$ cat config.mk
export PLATFORM = sky130hd
export DESIGN_NAME = cartridge_bank_controller_unit
export DESIGN_NICKNAME = d
export VERILOG_FILES = /design/src/sv/cbc_pkg.sv /design/src/sv/cbc_apb_regs.sv /design/src/sv/cbc_bank_state.sv /design/src/sv/cartridge_bank_controller_unit.sv
export SDC_FILE = /design/constraint.sdc
export NUM_CORES = 1
export LEC_CHECK = 0
export ABC_AREA = 1
export BUFFER_PORTS_ARGS = -buffer_cell sky130_fd_sc_hd__buf_2
export CAP_MARGIN = 5
export CORE_ASPECT_RATIO = 0.5
export CORE_UTILIZATION = 30
export DETAILED_ROUTE_END_ITERATION = 10
export GPL_ROUTABILITY_DRIVEN = 0
export GPL_TIMING_DRIVEN = 0
export PLACE_DENSITY = 0.61
export RECOVER_POWER = 100
export SYNTH_ARGS = -nofsm -noshare
export SYNTH_HDL_FRONTEND = slang
export SYNTH_HIERARCHICAL = 1
export SYNTH_SLANG_ARGS = --single-unit
$ cat constraint.sdc
create_clock -name clk -period 5.7 [get_ports clk]
set_input_delay 1.425 -clock clk [delete_from_list [all_inputs] [get_ports clk]]
set_output_delay 1.425 -clock clk [all_outputs]
set_load 0.01 [all_outputs]
$ cat src/sv/cbc_pkg.sv
package cbc_pkg;

    localparam int ADDR_W      = 16;
    localparam int DATA_W      = 8;
    localparam int ROM_BANK_W  = 7;
    localparam int EXT_BANK_W  = 4;
    localparam int RTC_IDX_W   = 4;
    localparam int CTYPE_W     = 2;
    localparam int APB_ADDR_W  = 3;
    localparam int APB_DATA_W  = 32;
    localparam int RTC_COUNT   = 5;
    localparam int RTC_SEL_W   = $clog2(RTC_COUNT);

    localparam logic [CTYPE_W-1:0] CTYPE_MBC1 = 2'd0;
    localparam logic [CTYPE_W-1:0] CTYPE_MBC2 = 2'd1;
    localparam logic [CTYPE_W-1:0] CTYPE_MBC3 = 2'd2;

    // Register index taken from paddr[2].
    localparam logic REG_CTYPE = 1'b0;

    localparam logic [DATA_W-1:0] RAM_EN_KEY = 8'h0A;
    localparam logic [DATA_W-1:0] RAM_DIS_KEY = 8'h00;

    // Address window of a control write, from address bits 14:13.
    typedef enum logic [1:0] {
        REGION_RAM_EN  = 2'd0,
        REGION_ROM_LO  = 2'd1,
        REGION_UPPER   = 2'd2,
        REGION_MODE    = 2'd3
    } region_t;

    typedef struct packed {
        logic                  func;
        logic [ADDR_W-1:0]     address;
        logic [DATA_W-1:0]     data;
        logic [RTC_IDX_W-1:0]  rtc_index;
    } wr_item_t;

    typedef struct packed {
        logic [ROM_BANK_W-1:0] rom_bank;
        logic [EXT_BANK_W-1:0] ext_bank;
        logic                  ext_en;
        logic                  map_mode;
        logic [DATA_W-1:0]     rtc_value;
    } bank_view_t;

    // Bank numbers whose low five bits are zero step to the next bank.
    function automatic logic [ROM_BANK_W-1:0] remap_mbc1(input logic [ROM_BANK_W-1:0] b);
        logic [ROM_BANK_W-1:0] r;
        r = b;
        if (b[4:0] == 5'd0)
        begin
            r = b | 7'd1;
        end
        return r;
    endfunction

    // True for clock register numbers 8 through 12.
    function automatic logic is_rtc_sel(input logic [EXT_BANK_W-1:0] v);
        return v[3] && (v[2:0] <= 3'd4);
    endfunction

endpackage

$ cat src/sv/cbc_apb_regs.sv
module cbc_apb_regs (
    input  logic                               clk,
    input  logic                               rst_n,
    input  logic                               psel,
    input  logic                               penable,
    input  logic                               pwrite,
    input  logic [cbc_pkg::APB_ADDR_W-1:0]     paddr,
    input  logic [cbc_pkg::APB_DATA_W-1:0]     pwdata,
    output logic [cbc_pkg::APB_DATA_W-1:0]     prdata,
    output logic                               pready,
    output logic [cbc_pkg::CTYPE_W-1:0]        ctype
);

    logic [cbc_pkg::CTYPE_W-1:0] ctype_reg;
    logic [cbc_pkg::CTYPE_W-1:0] ctype_next;
    logic                        wr_en;

    assign pready = 1'b1;
    assign wr_en  = psel && penable && pwrite;

    always_comb
    begin
        ctype_next = ctype_reg;
        if (wr_en && (paddr[2] == cbc_pkg::REG_CTYPE))
        begin
            ctype_next = pwdata[cbc_pkg::CTYPE_W-1:0];
        end
    end

    always_ff @(posedge clk or negedge rst_n)
    begin
        if (!rst_n)
        begin
            ctype_reg <= cbc_pkg::CTYPE_MBC1;
        end
        else
        begin
            ctype_reg <= ctype_next;
        end
    end

    always_comb
    begin
        prdata = '0;
        if (paddr[2] == cbc_pkg::REG_CTYPE)
        begin
            prdata = {{(cbc_pkg::APB_DATA_W-cbc_pkg::CTYPE_W){1'b0}}, ctype_reg};
        end
    end

    assign ctype = ctype_reg;

endmodule

$ cat src/sv/cbc_bank_state.sv
module cbc_bank_state (
    input  logic                          clk,
    input  logic                          rst_n,
    input  logic [cbc_pkg::CTYPE_W-1:0]   ctype,
    input  logic                          upd,
    input  cbc_pkg::wr_item_t             item,
    output cbc_pkg::bank_view_t           view_next
);

    logic [cbc_pkg::ROM_BANK_W-1:0] rom_bank_reg, rom_bank_next;
    logic [cbc_pkg::EXT_BANK_W-1:0] ext_bank_reg, ext_bank_next;
    logic                           ram_en_reg, ram_en_next;
    logic                           mode_reg, mode_next;
    logic [cbc_pkg::DATA_W-1:0]     clock_reg [cbc_pkg::RTC_COUNT];
    logic                           clk_wr;
    logic [cbc_pkg::RTC_SEL_W-1:0]  clk_wsel;
    logic [cbc_pkg::RTC_SEL_W-1:0]  clk_rsel;
    logic                           is2, is3;
    logic                           mbc3_ram_ok;
    cbc_pkg::region_t               region;

    assign is2    = (ctype == cbc_pkg::CTYPE_MBC2);
    assign is3    = (ctype == cbc_pkg::CTYPE_MBC3);
    assign region = cbc_pkg::region_t'(item.address[14:13]);
    assign mbc3_ram_ok = (item.data[7:4] == 4'd0) &&
                         ((item.data[3:2] == 2'd0) || cbc_pkg::is_rtc_sel(item.data[3:0]));

    assign clk_wr   = upd && item.func && cbc_pkg::is_rtc_sel(item.rtc_index);
    assign clk_wsel = item.rtc_index[cbc_pkg::RTC_SEL_W-1:0];

    always_comb
    begin
        rom_bank_next = rom_bank_reg;
        ext_bank_next = ext_bank_reg;
        ram_en_next   = ram_en_reg;
        mode_next     = mode_reg;
        if (upd && !item.func && !item.address[15])
        begin
            case (region)
                cbc_pkg::REGION_RAM_EN:
                begin
                    if (is3)
                    begin
                        if (item.data == cbc_pkg::RAM_EN_KEY)
                        begin
                            ram_en_next = 1'b1;
                        end
                        else if (item.data == cbc_pkg::RAM_DIS_KEY)
                        begin
                            ram_en_next = 1'b0;
                        end
                    end
                    else if (!(is2 && item.address[8]))
                    begin
                        ram_en_next = (item.data[3:0] == cbc_pkg::RAM_EN_KEY[3:0]);
                    end
                end
                cbc_pkg::REGION_ROM_LO:
                begin
                    if (is2)
                    begin
                        if (item.address[8])
                        begin
                            rom_bank_next = (item.data[3:0] == 4'd0) ? 7'd1 :
                                            {3'd0, item.data[3:0]};
                        end
                    end
                    else if (is3)
                    begin
                        rom_bank_next = (item.data[6:0] == 7'd0) ? 7'd1 : item.data[6:0];
                    end
                    else
                    begin
                        rom_bank_next = cbc_pkg::remap_mbc1({rom_bank_reg[6:5],
                                                             item.data[4:0]});
                    end
                end
                cbc_pkg::REGION_UPPER:
                begin
                    if (is3)
                    begin
                        if (mbc3_ram_ok)
                        begin
                            ext_bank_next = item.data[3:0];
                        end
                    end
                    else if (!is2)
                    begin
                        if (!mode_reg)
                        begin
                            rom_bank_next = cbc_pkg::remap_mbc1({item.data[6:5],
                                                                 rom_bank_reg[4:0]});
                        end
                        else if (item.data[7:2] == 6'd0)
                        begin
                            ext_bank_next = item.data[3:0];
                        end
                    end
                end
                cbc_pkg::REGION_MODE:
                begin
                    if (!is2)
                    begin
                        mode_next = item.data[0];
                        if (item.data[0])
                        begin
                            // RAM banking drops the upper ROM bits, no bank-zero step.
                            rom_bank_next = {2'd0, rom_bank_reg[4:0]};
                        end
                        else
                        begin
                            ext_bank_next = '0;
                        end
                    end
                end
                default:
                begin
                    rom_bank_next = rom_bank_reg;
                end
            endcase
        end
    end

    always_ff @(posedge clk or negedge rst_n)
    begin
        if (!rst_n)
        begin
            rom_bank_reg <= 7'd1;
            ext_bank_reg <= '0;
            ram_en_reg   <= 1'b0;
            mode_reg     <= 1'b0;
            for (int i = 0; i < cbc_pkg::RTC_COUNT; i++)
            begin
                clock_reg[i] <= '0;
            end
        end
        else
        begin
            rom_bank_reg <= rom_bank_next;
            ext_bank_reg <= ext_bank_next;
            ram_en_reg   <= ram_en_next;
            mode_reg     <= mode_next;
            if (clk_wr)
            begin
                clock_reg[clk_wsel] <= item.data;
            end
        end
    end

    // The reported clock value must already include a write by the same beat.
    assign clk_rsel = ext_bank_next[cbc_pkg::RTC_SEL_W-1:0];

    always_comb
    begin
        view_next.rom_bank  = rom_bank_next;
        view_next.ext_bank  = ext_bank_next;
        view_next.ext_en    = ram_en_next;
        view_next.map_mode  = mode_next;
        view_next.rtc_value = '0;
        if (cbc_pkg::is_rtc_sel(ext_bank_next))
        begin
            if (clk_wr && (clk_wsel == clk_rsel))
            begin
                view_next.rtc_value = item.data;
            end
            else
            begin
                view_next.rtc_value = clock_reg[clk_rsel];
            end
        end
    end

endmodule

$ cat src/sv/cartridge_bank_controller_unit.sv
// An accepted beat is held in the input register; its result then goes to the result register,
// which drives the outputs. Throughput: one beat per cycle unless out_stall holds back a waiting result.
// The input register and the result register are each one beat deep.
// Reset (rst_n, asynchronous, active low): ROM bank 1, RAM bank 0, RAM disabled,
// ROM banking mode, clock registers zero, controller type MBC1, pipeline empty.
module cartridge_bank_controller_unit (
    input  logic                               clk,
    input  logic                               rst_n,
    input  logic                               in_valid,
    output logic                               in_stall,
    input  logic                               func,
    input  logic [cbc_pkg::ADDR_W-1:0]         address,
    input  logic [cbc_pkg::DATA_W-1:0]         data,
    input  logic [cbc_pkg::RTC_IDX_W-1:0]      rtc_index,
    output logic                               out_valid,
    input  logic                               out_stall,
    output logic [cbc_pkg::ROM_BANK_W-1:0]     rom_bank,
    output logic [cbc_pkg::EXT_BANK_W-1:0]     ext_bank,
    output logic                               ext_en,
    output logic                               map_mode,
    output logic [cbc_pkg::DATA_W-1:0]         rtc_value,
    input  logic                               psel,
    input  logic                               penable,
    input  logic                               pwrite,
    input  logic [cbc_pkg::APB_ADDR_W-1:0]     paddr,
    input  logic [cbc_pkg::APB_DATA_W-1:0]     pwdata,
    output logic [cbc_pkg::APB_DATA_W-1:0]     prdata,
    output logic                               pready
);

    logic                        in_valid_reg;
    cbc_pkg::wr_item_t           item_reg;
    logic                        out_valid_reg;
    cbc_pkg::bank_view_t         view_reg;
    cbc_pkg::bank_view_t         view_next;
    cbc_pkg::wr_item_t           item_in;
    logic [cbc_pkg::CTYPE_W-1:0] ctype;
    logic                        adv;
    logic                        upd;

    cbc_apb_regs u_regs (
        .clk     (clk),
        .rst_n   (rst_n),
        .psel    (psel),
        .penable (penable),
        .pwrite  (pwrite),
        .paddr   (paddr),
        .pwdata  (pwdata),
        .prdata  (prdata),
        .pready  (pready),
        .ctype   (ctype)
    );

    // The result stage moves whenever it is empty or its beat is being taken.
    assign adv      = !out_valid_reg || !out_stall;
    assign upd      = in_valid_reg && adv;
    assign in_stall = in_valid_reg && !adv;

    assign item_in.func      = func;
    assign item_in.address   = address;
    assign item_in.data      = data;
    assign item_in.rtc_index = rtc_index;

    cbc_bank_state u_state (
        .clk       (clk),
        .rst_n     (rst_n),
        .ctype     (ctype),
        .upd       (upd),
        .item      (item_reg),
        .view_next (view_next)
    );

    always_ff @(posedge clk or negedge rst_n)
    begin
        if (!rst_n)
        begin
            in_valid_reg  <= 1'b0;
            out_valid_reg <= 1'b0;
        end
        else
        begin
            if (!in_stall)
            begin
                in_valid_reg <= in_valid;
            end
            if (adv)
            begin
                out_valid_reg <= in_valid_reg;
            end
        end
    end

    always_ff @(posedge clk)
    begin
        if (!in_stall && in_valid)
        begin
            item_reg <= item_in;
        end
        if (upd)
        begin
            view_reg <= view_next;
        end
    end

    assign out_valid = out_valid_reg;
    assign rom_bank  = view_reg.rom_bank;
    assign ext_bank  = view_reg.ext_bank;
    assign ext_en    = view_reg.ext_en;
    assign map_mode  = view_reg.map_mode;
    assign rtc_value = view_reg.rtc_value;

`ifndef SYNTHESIS
    a_no_stall_when_empty: assert property (@(posedge clk) disable iff (!rst_n)
        !out_valid_reg |-> !in_stall)
        else $error("input stalled while the result stage is empty");

    a_ext_bank_range: assert property (@(posedge clk) disable iff (!rst_n)
        out_valid_reg |-> ((view_reg.ext_bank[3:2] == 2'd0) ||
                           (view_reg.ext_bank[3] && (view_reg.ext_bank[2:0] <= 3'd4))))
        else $error("reported RAM bank outside the legal set");

    a_rtc_needs_clock_sel: assert property (@(posedge clk) disable iff (!rst_n)
        (out_valid_reg && (view_reg.rtc_value != '0)) |-> view_reg.ext_bank[3])
        else $error("clock value reported without a clock register selected");
`endif

endmodule

# Word-level counts from Yosys, hierarchy flattened

Index checks and enable logic that the tools add are counted.

Input bits: 71
Flip-flop bits (word level): 107
Output and inout bits: 56
Word-level logic and storage cells: 112

Bitwise operators: 3
Reductions and logical operators: 34
Order comparisons: 6
Muxes and demuxes: 40
Equal/unequal tests: 8

Operators with widths:

| cell                                                             | count |
|---|---|
| 7-bit 2-to-1 mux                                                 | 10 |
| 40-bit bitwise mux                                               | 1 |
| 4-bit 2-to-1 mux                                                 | 9 |
| 8-bit 2-to-1 mux                                                 | 4 |
| 8-bit binary-select mux with 3-bit select                        | 1 |
| 8-bit demux with 3-bit select                                    | 1 |
| 7-bit one-hot mux with 3 select lines                            | 1 |
| 1-bit logical AND                                                | 17 |
| 1-bit 2-to-1 mux                                                 | 11 |
| 5-bit zero test                                                  | 2 |
| 3-bit <= comparator (second input constant)                      | 3 |
| 8-bit by 4-bit == test with 1-bit output (second input constant) | 1 |
| 4-bit >= comparator (second input constant)                      | 2 |
| 4-bit zero test                                                  | 2 |
| 8-bit zero test                                                  | 1 |
| 3-bit inverter with 4-bit output                                 | 2 |
| 4-bit one-hot mux with 2 select lines                            | 1 |
| 7-bit zero test                                                  | 1 |
| 2-bit == test (second input constant)                            | 3 |
| 1-bit zero test                                                  | 6 |
| 6-bit zero test                                                  | 1 |
| 2-bit by 1-bit == test with 1-bit output (second input constant) | 2 |
| 4-bit == test (second input constant)                            | 1 |
| 2-bit zero test                                                  | 2 |
| other kinds (5)                                                  | 6 |

# Depth between registers and ports, before layout

Gate-level depths: netlist of run 1.

Depth after elaboration: 13
Gate-level depth with buffers: 17
Depth with buffers taken out: 17

# Modules after synthesis

The synthesis of run 1 kept the hierarchy.

By module, submodules not included:

| module                         | cells each | area each (um2) | sequential area each (um2) | instances |
|---|---|---|---|---|
| cbc_bank_state                 | 448        | 3289.4          | 1327.5                     | 1 |
| cartridge_bank_controller_unit | 62         | 1596.5          | 1551.5                     | 1 |
| cbc_apb_regs                   | 50         | 351.6           | 50.0                       | 1 |

# Worst setup path after synthesis of run 1

Ideal clock, no wire load.

Path type: in2reg
From: in out_stall
To: reg view_reg, in the netlist rtc_value[4], data pin
Path slack: 1420 ps
Buffers on the path: 2
Library setup time: 252 ps
Required time: 5448 ps
Stages on the path: 13
Arrival: 4029 ps
Path through: a21oi_1 nand2_1 nor2_2 or2_2 buf_2 buf_2 nand3_1 nand2_1 nand2_1 nand2_1 nor2_1 nor2_1 nor2_1

Word-level cells in the longest chain between the ends: 11
Elaborated cells between the ends (all ways): 17
Classes of those cells: order compare (1); eq/ne (1); mux (5); bitwise (1); reduce/logical (9)

RTL lines:

| item                                                   | line                                  | source |
|---|---|---|
| start: declaration                                     | cartridge_bank_controller_unit.sv:16  | `input logic out_stall,` |
| 1-bit zero test *                                      | cartridge_bank_controller_unit.sv:55  | `assign adv = !out_valid_reg \|\| !out_stall;` |
| 1-bit logical OR *                                     | cartridge_bank_controller_unit.sv:55  |  |
| 1-bit logical AND *                                    | cartridge_bank_controller_unit.sv:56  | `assign upd = in_valid_reg && adv;` |
| 1-bit logical AND (2 in a row)                         | cbc_bank_state.sv:37                  | `if (upd && !item.func && !item.address[15])` |
| 4-bit 2-to-1 mux                                       | cbc_bank_state.sv:37                  |  |
| 3-bit inverter with 4-bit output (not written as such) | cbc_bank_state.sv:168                 | `view_next.rtc_value = clock_reg[clk_rsel];` |
| 8-bit binary-select mux with 3-bit select              | cbc_bank_state.sv:168                 |  |
| 8-bit 2-to-1 mux (not written as such) (2 in a row)    | cbc_bank_state.sv:168                 |  |
| 8-bit 2-to-1 mux                                       | cbc_bank_state.sv:162                 | `if (clk_wr && (clk_wsel == clk_rsel))` |
| end signal: assignment                                 | cartridge_bank_controller_unit.sv:101 | `view_reg <= view_next;` |
| end: declaration                                       | cartridge_bank_controller_unit.sv:34  | `cbc_pkg::bank_view_t view_reg;` |

Every way passes the cells marked *; elsewhere a longest branch is shown, timed or not. The select of a mux whose other input is x is not followed.
A chain may end at the register's enable or synchronous reset.

==> impl_results.md, run 1 <==
* Unrepaired setup endpoints after global routing: no
* Die area at 16,800 um2
* R2R depth at 11
* Initial core utilization at 31.2%
* Placed Cells at 850
* Register share of total power at 45.7%
* Critical path buffers and inverters at 4
* Final nets at 711
* Crit path max fanout at 23
* Worst path cell trace: clkbuf_1, a21oi_4, nand2_1, nor2_1, clkinv_1, o21ai_0, nand3_1, inv_1, clkbuf_1, nor2_1, nor2_1, nor2_1
* Crit Reg-Reg Endpoint: rtc_value[1]
* GR Util All Layers at 15.0%
* HP Class: reg2reg
* Post-route DRC violation count at 0
* Remaining global-route overflow at 0
* Internal power at 1.37 mW
* Clock power frac at 29.9%
* Status: complete, but fails checks
* Worst Hold Path EP: u_state/rom_bank_reg[0]
* Site Rows at 32
* Initial antenna violation count at 0
* Wire per inst at 13.9 um
* Vias in the first global route at 3,631
* Largest net degree at the start of global routing at 36
* Antenna viol nets, final at 0
* CP endpoint kind: register
* Post-Route WL at 12.0 mm
* Area of placed instances at 5550 um2
* Clock buffer count from CTS at 9
* DRT iter0 DRCs at 320
* Hold violation count in the final report at 0
* FMAX at 0.212 GHz
* DR pass1 iterations at 4
* Slew margin rel. at -30.9%
* Crit share post-route at 82.9%
* Fillers at 1,631
* Worst r2r src: out_valid
* R2R setup slack at 1.74 ns
* Commonest cells after routing, fill and taps aside: nand2_1 (104), nor2_1 (69), nand3_1 (59)
* Layout cells sized above 1 at 17.5%
* Area grow syn2layout at 17.4%
* HP Start: u_state/rom_bank_reg[0]
* Warnings from Yosys at 6
* Delay-heaviest family, CP: simple AND/OR/NAND/NOR gates
* Die X at 182 um
* Post-Syn Instances at 548
* Hold buffer count at cts at 0
* DR vias/cell at 4.54
* Most common cell after layout, fill and taps aside: nand2_1
* Worst endpoint required time at 5.80 ns
* Syn avg cell area at 8.90 um2
* Failing checks: max-capacitance violations, max-slew violations
* Crit Path Category: in2reg
* Startpoint Class: input port
* Final cell count without fillers at 866
* Total number of vias at 3,930
* I/O pins at 127
* Largest stage delay on the critical path at 0.74 ns
* Gates resized, CTS repair at 0
* CTS clk-pin slew, worst paths at 0.07 ns
* Design area at 5720 um2
* Critical path's most frequent cell: nor2_1
* TritonCTS clock tree: done
* Logic pwr share at 24.5%
* Final Critical Period at 4.73 ns
* Setup total negative slack at 0 ns
* Root Buffer: clkbuf_16
* IO buf count at 51
* Max Clock Skew at 0.00779 ns
* Critical Path AT at 4.83 ns
* Hold Crit Depth at 2
* Clk_lat worst skew at 0.35 ns
* Max FFs per register at 40
* Tightest Pin Transition at 1.96 ns
* Max cap viols at 3
* Worst VDD drop at 144 uV
* Switching Share at 32.2%
* Switching pwr at 652 uW
* P_leak at 2.69 nW
* First-pass GRT wire length at 19.2 mm
* Die Y at 92.2 um
* Postcts setup bufs at 0
* H-tree depth at 3
* CTS Buffer Depth at 2
* Clock Sinks at 95
* Pwr dens at 353 nW/um2
* Slowest stage cell on the critical path: a21oi_4
* Final Max Tran Viols at 37
* Setup Viol. Count Final at 0
* Final HPWL DP at 8.85 mm
* Core ar. at 15,700 um2
* Ant diodes at 0
* Post-Syn Area at 4880 um2
-- area by class of cell --
class | instances | area [um2] | area share, %
clock buffer | 11 | 233 | 4.07
timing repair buffer | 52 | 224 | 3.91
buffer | 44 | 300 | 5.25
clock inverter | 5 | 62.6 | 1.09
multi-input combinational | 376 | 1830 | 31.9
sequential | 95 | 2570 | 44.9
tap | 221 | 277 | 4.83
inverter | 62 | 234 | 4.09
-- worst max path at each step --
stage / from / to / slack [ns] / depth (start not counted)
6_report: out_stall / rtc_value[1] / 0.97 / 12
3_3_place_gp: out_stall / rtc_value[5] / -0.30 / 14
4_1_cts: out_stall / rtc_value[5] / 1.64 / 14
2_1_floorplan: out_stall / rtc_value[4] / 1.42 / 13
5_1_grt: out_stall / rtc_value[1] / 0.76 / 12
3_5_place_dp: out_stall / rtc_value[4] / 1.27 / 14
-- layer usage --
layer,track usage [%],vias to the layer above,part of all wire (%)
li1,-,1924,-
met3,3.22,15,7.9
met2,20.3,173,39
met4,6.02,0,1.3
met5,0,-,0
met1,22.8,1818,52
-- per-stage QoR --
stage | utilization [%] | total power, mW | hold slack, ns | worst slack, ns
after detailed placement | 35.4 | 1.44 | 0.475 | 1.27
after CTS | 37.3 | 2.05 | 0.488 | 1.64
after global placement | 35.2 | 1.43 | 0.480 | -0.296
after global routing | 36.6 | 2.15 | 0.518 | 0.761
after floorplan | - | 1.29 | 0.456 | 1.42
final | 36.6 | 2.02 | 0.487 | 0.974
-- worst reg2reg max path, cell delays in order, from the launching register on --
cell and delay, ns:
dfrtp_1 0.43, a21oi_4 0.75, nand2_1 0.38, nor2_1 0.43, clkinv_1 0.21, o21ai_0 0.26
nand3_1 0.25, inv_1 0.26, clkbuf_1 0.43, nor2_1 0.14, nor2_1 0.13, nor2_1 0.05
-- power by group through the flow --
| stage | clock (mW) | sequential, mW | combinational [mW] |
|---|---|---|---|
| 2_1_floorplan | 0 | 0.926 | 0.363 |
| 5_1_grt | 0.650 | 0.940 | 0.556 |
| 3_5_place_dp | 0 | 0.936 | 0.503 |
| 4_1_cts | 0.624 | 0.923 | 0.506 |
| 6_report | 0.605 | 0.924 | 0.495 |
| 3_3_place_gp | 0 | 0.935 | 0.494 |
No activity file was read; power rests on OpenSTA's default activity.
==> run 2: changes to the inputs <==
clock period = 4.94 ns   (was 5.7 ns; I/O delays follow)
==> impl_results.md, run 2 (synthesized netlist as in run 1, its figures left out) <==
* Antenna viol nets, final at 0 (unchanged)
* DRT iter0 DRCs at 318 (-0.63%)
* Hold Crit Depth at 2 (unchanged)
* Max FFs per register at 40 (unchanged)
* Pwr dens at 408 nW/um2 (+15%)
* GR Util All Layers at 15.0% (unchanged)
* Worst Hold Path EP: u_state/rom_bank_reg[0]
* Largest net degree at the start of global routing at 36 (unchanged)
* P_leak at 2.70 nW (+0.16%)
* Die X at 182 um (unchanged)
* Gates resized, CTS repair at 0 (unchanged)
* Area of placed instances at 5550 um2 (unchanged)
* I/O pins at 127 (unchanged)
* Crit Path Category: in2reg
* TritonCTS clock tree: done
* Clock buffer count from CTS at 9 (unchanged)
* CTS clk-pin slew, worst paths at 0.07 ns (about the same)
* Status: complete, but fails checks
* Crit path max fanout at 23 (unchanged)
* CP endpoint kind: register
* Clock Sinks at 95 (unchanged)
* Ant diodes at 0 (unchanged)
* H-tree depth at 3 (unchanged)
* Hold violation count in the final report at 0 (unchanged)
* R2R depth at 11 (unchanged)
* Initial antenna violation count at 0 (unchanged)
* Worst endpoint required time at 5.04 ns (-0.76 ns)
* Site Rows at 32 (unchanged)
* Final Max Tran Viols at 44 (+19%)
* First-pass GRT wire length at 19.2 mm (unchanged)
* Vias in the first global route at 3,631 (unchanged)
* Clk_lat worst skew at 0.35 ns (about the same)
* Max cap viols at 3 (unchanged)
* Final Power at 2.33 mW (+15%)
* Commonest cells after routing, fill and taps aside: nand2_1 (104), nor2_1 (69), nand3_1 (59)
* Post-Place Setup Slack at 0.705 ns (-0.570 ns)
* Most common cell after layout, fill and taps aside: nand2_1
* Root Buffer: clkbuf_16
* Total number of vias at 3,927 (-0.076%)
* Wire per inst at 13.9 um (+0.15%)
* Slew margin rel. at -31.2% (-0.33 points)
* Crit share post-route at 87.1%
* Setup Viol. Count Final at 0 (unchanged)
* Final HPWL DP at 8.85 mm (unchanged)
* Post-route DRC violation count at 0 (unchanged)
* Die area at 16,800 um2 (unchanged)
* Initial core utilization at 31.2% (unchanged)
* Startpoint Class: input port
* Postcts setup bufs at 0 (unchanged)
* Final cell count without fillers at 866 (unchanged)
* Setup ws final at 0.635 ns (-0.339 ns)
* Worst VDD drop at 166 uV (+15%)
* Area grow syn2layout at 17.4% (about the same)
* Hold buffer count at cts at 0 (unchanged)
* Layout cells sized above 1 at 17.7% (+0.16 points)
* Final Critical Period at 4.31 ns
* IO buf count at 51 (unchanged)
* Placed Cells at 850 (unchanged)
* Remaining global-route overflow at 0 (unchanged)
* Critical Path AT at 4.41 ns (-0.42 ns)
* Tightest Pin Transition at 1.97 ns (+0.00502 ns)
* DR pass1 iterations at 4 (unchanged)
* HP Start: u_state/rom_bank_reg[0]
* Post-Route WL at 12.0 mm (+0.15%)
* Worst r2r src: out_valid
* Max Clock Skew at 0.00781 ns (+0.0000275 ns)
* Fillers at 1,631 (unchanged)
* Largest stage delay on the critical path at 0.75 ns (about the same)
* Failing checks: max-capacitance violations, max-slew violations
* DR vias/cell at 4.53 (about the same)
* HP Class: reg2reg
* Core ar. at 15,700 um2 (unchanged)
* Final nets at 711 (unchanged)
* Design area at 5730 um2 (about the same)
* CTS Buffer Depth at 2 (unchanged)
* Crit Reg-Reg Endpoint: rtc_value[5]
* Worst path cell trace: clkbuf_1, a21oi_4, nand2_1, nor2_1, or2_2, clkbuf_1, nand2_8, clkinvlp_2, nor2_8, o21a_4, nand2_1, nor2_1
* Unrepaired setup endpoints after global routing: no
* FMAX at 0.232 GHz
* Slowest stage cell on the critical path: a21oi_4
* R2R setup slack at 1.21 ns (-0.53 ns)
* Die Y at 92.2 um (unchanged)
* CP startpoint: out_stall
run 2: cell types whose count changed in the layout (fill, tap and decap cells not counted), sizes merged:
cell / change
clkbuf: -1
buf: +1
run 2: critical path, delay by kind of cell:
kind / cells / cell delay (ns)
and+or+nand+nor: 7 / 1.35
AOI/OAI and AO/OA: 2 / 1.01
buffers and inverters: 3 / 0.80
run 2: area by class of cell:
cell class / instances / area, um2 / area share [%]
Inverter: 62 / 234 / 4.08
Clock buffer: 11 / 233 / 4.06
Sequential cell: 95 / 2570 / 44.8
Tap cell: 221 / 277 / 4.83
Buffer: 44 / 304 / 5.31
Timing Repair Buffer: 52 / 224 / 3.91
Multi-Input combinational cell: 376 / 1830 / 31.9
Clock inverter: 5 / 62.6 / 1.09
run 2: metal layers:
layer	part of all wire [%]	global-route usage, %
met1	52	22.8
met2	39	20.3
met3	7.6	3.22
met4	1.3	6.02
met5	0	0
run 2: power breakdown:
group	internal, mW	switching [mW]
Combinational	0.199	0.372
Clock	0.399	0.299
Sequential	0.985	0.0807
run 2: worst max path at each step:
stage / to / slack, ns / depth (start not counted)
global route: rtc_value[0] / 0.48 / 14
detailed placement: rtc_value[4] / 0.70 / 14
CTS: rtc_value[5] / 1.07 / 14
floorplan: rtc_value[4] / 0.85 / 13
global placement: rtc_value[5] / -0.87 / 14
finish: rtc_value[5] / 0.63 / 12
run 2: per-stage QoR:
stage	hold slack [ns]	setup TNS, ns	util [%]
5_1_grt	0.518	0	36.6
4_1_cts	0.488	0	37.3
3_5_place_dp	0.475	0	35.4
6_report	0.487	0	36.6
2_1_floorplan	0.456	0	-
3_3_place_gp	0.480	-34.53	35.2
